==> config.mk <==
export PLATFORM = sky130hd
export DESIGN_NAME = rist_cmp
export DESIGN_NICKNAME = d
export VERILOG_FILES = /design/src/sv/rist_pkg.sv /design/src/sv/rist_cmp.sv
export SDC_FILE = /design/constraint.sdc
export NUM_CORES = 1
export LEC_CHECK = 0
export BUFFER_PORTS_ARGS = -buffer_cell sky130_fd_sc_hd__buf_4
export CORE_MARGIN = 2
export CORE_UTILIZATION = 40
export DETAILED_ROUTE_END_ITERATION = 6
export PLACE_DENSITY_LB_ADDON = 0.1
export SYNTH_ARGS = -nofsm -noshare
export SYNTH_HDL_FRONTEND = slang
export SYNTH_SLANG_ARGS = --single-unit
==> constraint.sdc <==
create_clock -name vclk -period 2.7
set_input_delay 0.54 -clock vclk [all_inputs]
set_output_delay 0.54 -clock vclk [all_outputs]
set_load 0.02 [all_outputs]
==> src/sv/rist_pkg.sv <==
package rist_pkg;

	// default sizes
	localparam int MAX_TILES_DEF = 64;
	localparam int ID_BITS_DEF   = 16;
	localparam int RING_LEN      = 4;
	localparam int LANE_BITS     = 16;
	localparam int POS_BITS      = 16;

	// command codes
	typedef enum logic [1:0] {
		OP_CLEAR  = 2'd0,
		OP_INSERT = 2'd1,
		OP_MATCH  = 2'd2,
		OP_FIND   = 2'd3
	} opcode_t;

	// result codes
	typedef enum logic [2:0] {
		ST_OK        = 3'd0,
		ST_NOT_FOUND = 3'd1,
		ST_AMBIGUOUS = 3'd2,
		ST_SYMMETRIC = 3'd3,
		ST_DUPLICATE = 3'd4,
		ST_FULL      = 3'd5
	} status_t;

	// request word
	typedef struct packed {
		opcode_t               opcode;
		logic [7:0]            grid_row;
		logic [7:0]            grid_col;
		logic [LANE_BITS-1:0]  marker_id_a;
		logic [LANE_BITS-1:0]  marker_id_b;
		logic [LANE_BITS-1:0]  marker_id_c;
		logic [LANE_BITS-1:0]  marker_id_d;
	} req_t;

	// response word
	typedef struct packed {
		status_t    status;
		logic [5:0] slot;
		logic [1:0] rotation;
		logic [7:0] found_row;
		logic [7:0] found_col;
	} rsp_t;

	// compare result for one stored entry
	typedef struct packed {
		logic [RING_LEN-1:0] fit;
		logic                hit;
		logic                multi;
		logic [1:0]          rot;
		logic                pos_eq;
	} cmp_t;

endpackage

==> src/sv/rist_cmp.sv <==
module rist_cmp #(
	parameter int ID_BITS = rist_pkg::ID_BITS_DEF
) (
	input  logic [rist_pkg::RING_LEN-1:0][ID_BITS-1:0] obs,
	input  logic [rist_pkg::RING_LEN-1:0][ID_BITS-1:0] stored,
	input  logic [7:0]                                 row,
	input  logic [7:0]                                 col,
	input  logic [rist_pkg::POS_BITS-1:0]              pos,
	output rist_pkg::cmp_t                             res
);

	logic [rist_pkg::RING_LEN-1:0] fit;

	// observed lane k against stored lane (k+r) mod 4, all rotations at once
	always_comb begin
		for (int r = 0; r < rist_pkg::RING_LEN; r++) begin
			fit[r] = 1'b1;
			for (int k = 0; k < rist_pkg::RING_LEN; k++) begin
				if (obs[k] != stored[(k + r) % rist_pkg::RING_LEN]) begin
					fit[r] = 1'b0;
				end
			end
		end
	end

	// lowest fitting rotation, any fit and more than one fit
	always_comb begin
		res.fit    = fit;
		res.hit    = |fit;
		res.multi  = ($countones(fit) > 1);
		res.pos_eq = (pos == {row, col});
		priority if (fit[0]) begin
			res.rot = 2'd0;
		end else if (fit[1]) begin
			res.rot = 2'd1;
		end else if (fit[2]) begin
			res.rot = 2'd2;
		end else begin
			res.rot = 2'd3;
		end
	end

endmodule

==> results by group <==
Final layout
  – Register area: 0 um2
  – Commonest non-fill, non-tap cell in the layout: buf_4
  – Non-filler instance count after layout: roughly 800
  – Nets: 860
  – CLK BUF: 0
  – Layout cells sized above 1: ~54%
  – Cell area after layout: approximately 6300 um2
  – Most frequent cells in the layout: buf_4 (280), xor2_1 (174), xnor2_1 (79)
  – Sequential cells: 0
  – Fillers: 410
  – Layout area overhead: 107%

Floorplan
  – Initial Util: 41.5%
  – Die width: roughly 90 um
  – I/O Pins: roughly 170
  – Die area: just over 8000 um2
  – # rows: 31
  – Die height: ~91 um
  – Core Box Area: roughly 7300 um2

Setup path
  – CP delay by family, top: simple AND/OR/NAND/NOR gates
  – Required time of the critical path: ~2.2 ns
  – Setup CP Type: in -> out
  – Critical path's slowest cell: fa_1
  – Largest fanout on the critical path: 4
  – Crit path capture type: output port
  – CP Buf/Inv Count: 3
  – CP cell instances: buf_8 > buf_6 > xor2_4 > nor4_2 > nand4_1 > nor4_4 > fa_1 > a21o_1 > buf_6
  – Critical path's most frequent cell: buf_6
  – CP peak stage delay: 0.46 ns
  – Worst EP arrival: roughly 2.7 ns
  – CP startpoint kind: input pin

Timing
  – Rel. slew slack: between 60% and 70%
  – WHS: about 1.5 ns
  – Min setup slack post-route: -0.490 ns
  – Fin. max-slew vios: 0
  – Final hold vios: 0
  – Fmax: approximately 310 MHz
  – Final period util: 118%
  – RSZ-0062 raised after global routing: true
  – Final min period: around 3.2 ns
  – Worst slew pin tran: 0.466 ns
  – # setup viols final: 7

Detailed routing
  – Drt pass-1 iters: 5
  – ANT nets after route: 0
  – Per-cell routed wire length: ~22 um
  – # DRC: 0
  – Vias/cell: between 5 and 6
  – Via count: 4378
  – Total routed wirelength: 17700 um
  – Iter 0 DRT Violations: about 350

Logic synthesis
  – Synth unique cells: 12
  – Syn Inst Count: 368
  – Synthesis Warnings: 0
  – Simple-Gate Fraction of Synth Area: about a fifth
  – Synthesized area per cell: just over 8 um2
  – Complex-gate fraction of the synthesized area: less than 1%
  – Area share of fa/ha/maj cells after synthesis: 1.07%
  – Largest family of logic cells by synthesized area: XOR/XNOR gates
  – XOR/XNOR Fraction of Synth Area: ~79%
  – Net Count, Synth: 530
  – Top-area cell type share of the netlist area: around 56%
  – Mapped cell area: a little over 3000 um2
  – Synth area leader: xor2_1
  – Sequential share of the synthesized area: 0%
  – Mux contribution to synthesized area: 0%
  – Dominant cells by area after synthesis: xor2_1 (56%), xnor2_1 (23%), nor4_1 (11%), nand4_1 (6.8%), nor4_2 (0.83%)

CTS
  – # hold bufs at CTS: 0

Global route
  – First-pass GRT wire length: roughly 25000 um
  – GRT overflow: 0
  – Vias in the first global route: ~4.6k
  – Tot GR Track Use: between 30% and 40%
  – Largest net degree at the start of global routing: 5
  – Antenna violations before repair: 1

Run
  – Max-Cap Viols: 0

Status
  – Status: finished with violations
  – Failing checks: setup timing

Min path
  – HP Class: in -> out

Placed design
  – DP Cell Count: between 700 and 800
  – Port bufs: approximately 170
  – Post-DP Area: 5600 um2
  – HPWL Detailed: 14400 um
  – Final Wtd Congestion: 1.06
==> per-layer routing <==
metal	GRT usage [%]	vias to the layer above	wire, um
met5	0	-	0
met4	20.1	0	1100
li1	-	1925	-
met2	65.1	297	8320
met1	46.6	2068	6570
met3	9.79	88	1710
==> final cells by class <==
| class | instances | area [um2] | area share, % |
|---|---|---|---|
| Multi-Input combinational cell | 366 | 3460 | 55.1 |
| Timing Repair Buffer | 328 | 2680 | 42.7 |
| Tap cell | 99 | 124 | 1.97 |
| Inverter | 2 | 10.0 | 0.159 |
| Antenna cell | 1 | 2.50 | 0.0399 |
==> path summary, 6_finish.rpt <==
kind,end,cells after the start,from,slack (ns)
min,res[0],5,pos[6],1.49
max,res[3],9,stored[0],-0.49
==> stage by stage <==
| stage | utilization, % | setup TNS, ns | setup WS, ns |
|---|---|---|---|
| detailed placement | 76.9 | -2.25 | -0.625 |
| finish | 86.1 | -1.73 | -0.490 |
| global route | 86.0 | -2.02 | -0.548 |
| global placement | 76.9 | -2.12 | -0.625 |
| floorplan | - | -0.285 | -0.177 |
| CTS | 81.2 | -1.07 | -0.398 |
==> cells in the mapped netlist, drive strengths merged <==
cell type,instances
xor2,192
xnor2,80
nor4,56
nand4,33
inv,2
a21o,1
a21oi,1
fa,1
ha,1
or3b,1
==> cells by family (layout without fill, tap and decap cells) <==
family,after synthesis,after routing
simple gates,90,90
buf+inv,2,330
fa+ha+maj,2,2
xor+xnor,272,272
other cells,0,1
compound gates,2,2
==> repair_timing <==
item                                    CTS  global route
cloned                                    0             0
hold endpoints to repair                  0             0
pin swaps                                28            24
endpoints found under the setup margin    8             7
resized for setup                        56            55
buffers inserted                          4             6
==> tightest hold or removal path, delay by kind of cell <==
| kind | cells | cell delay (ns) |
|---|---|---|
| xor gates and xnor gates | 1 | 0.05 |
| buffers and inverters | 2 | 0.23 |
| and+or+nand+nor | 2 | 0.13 |
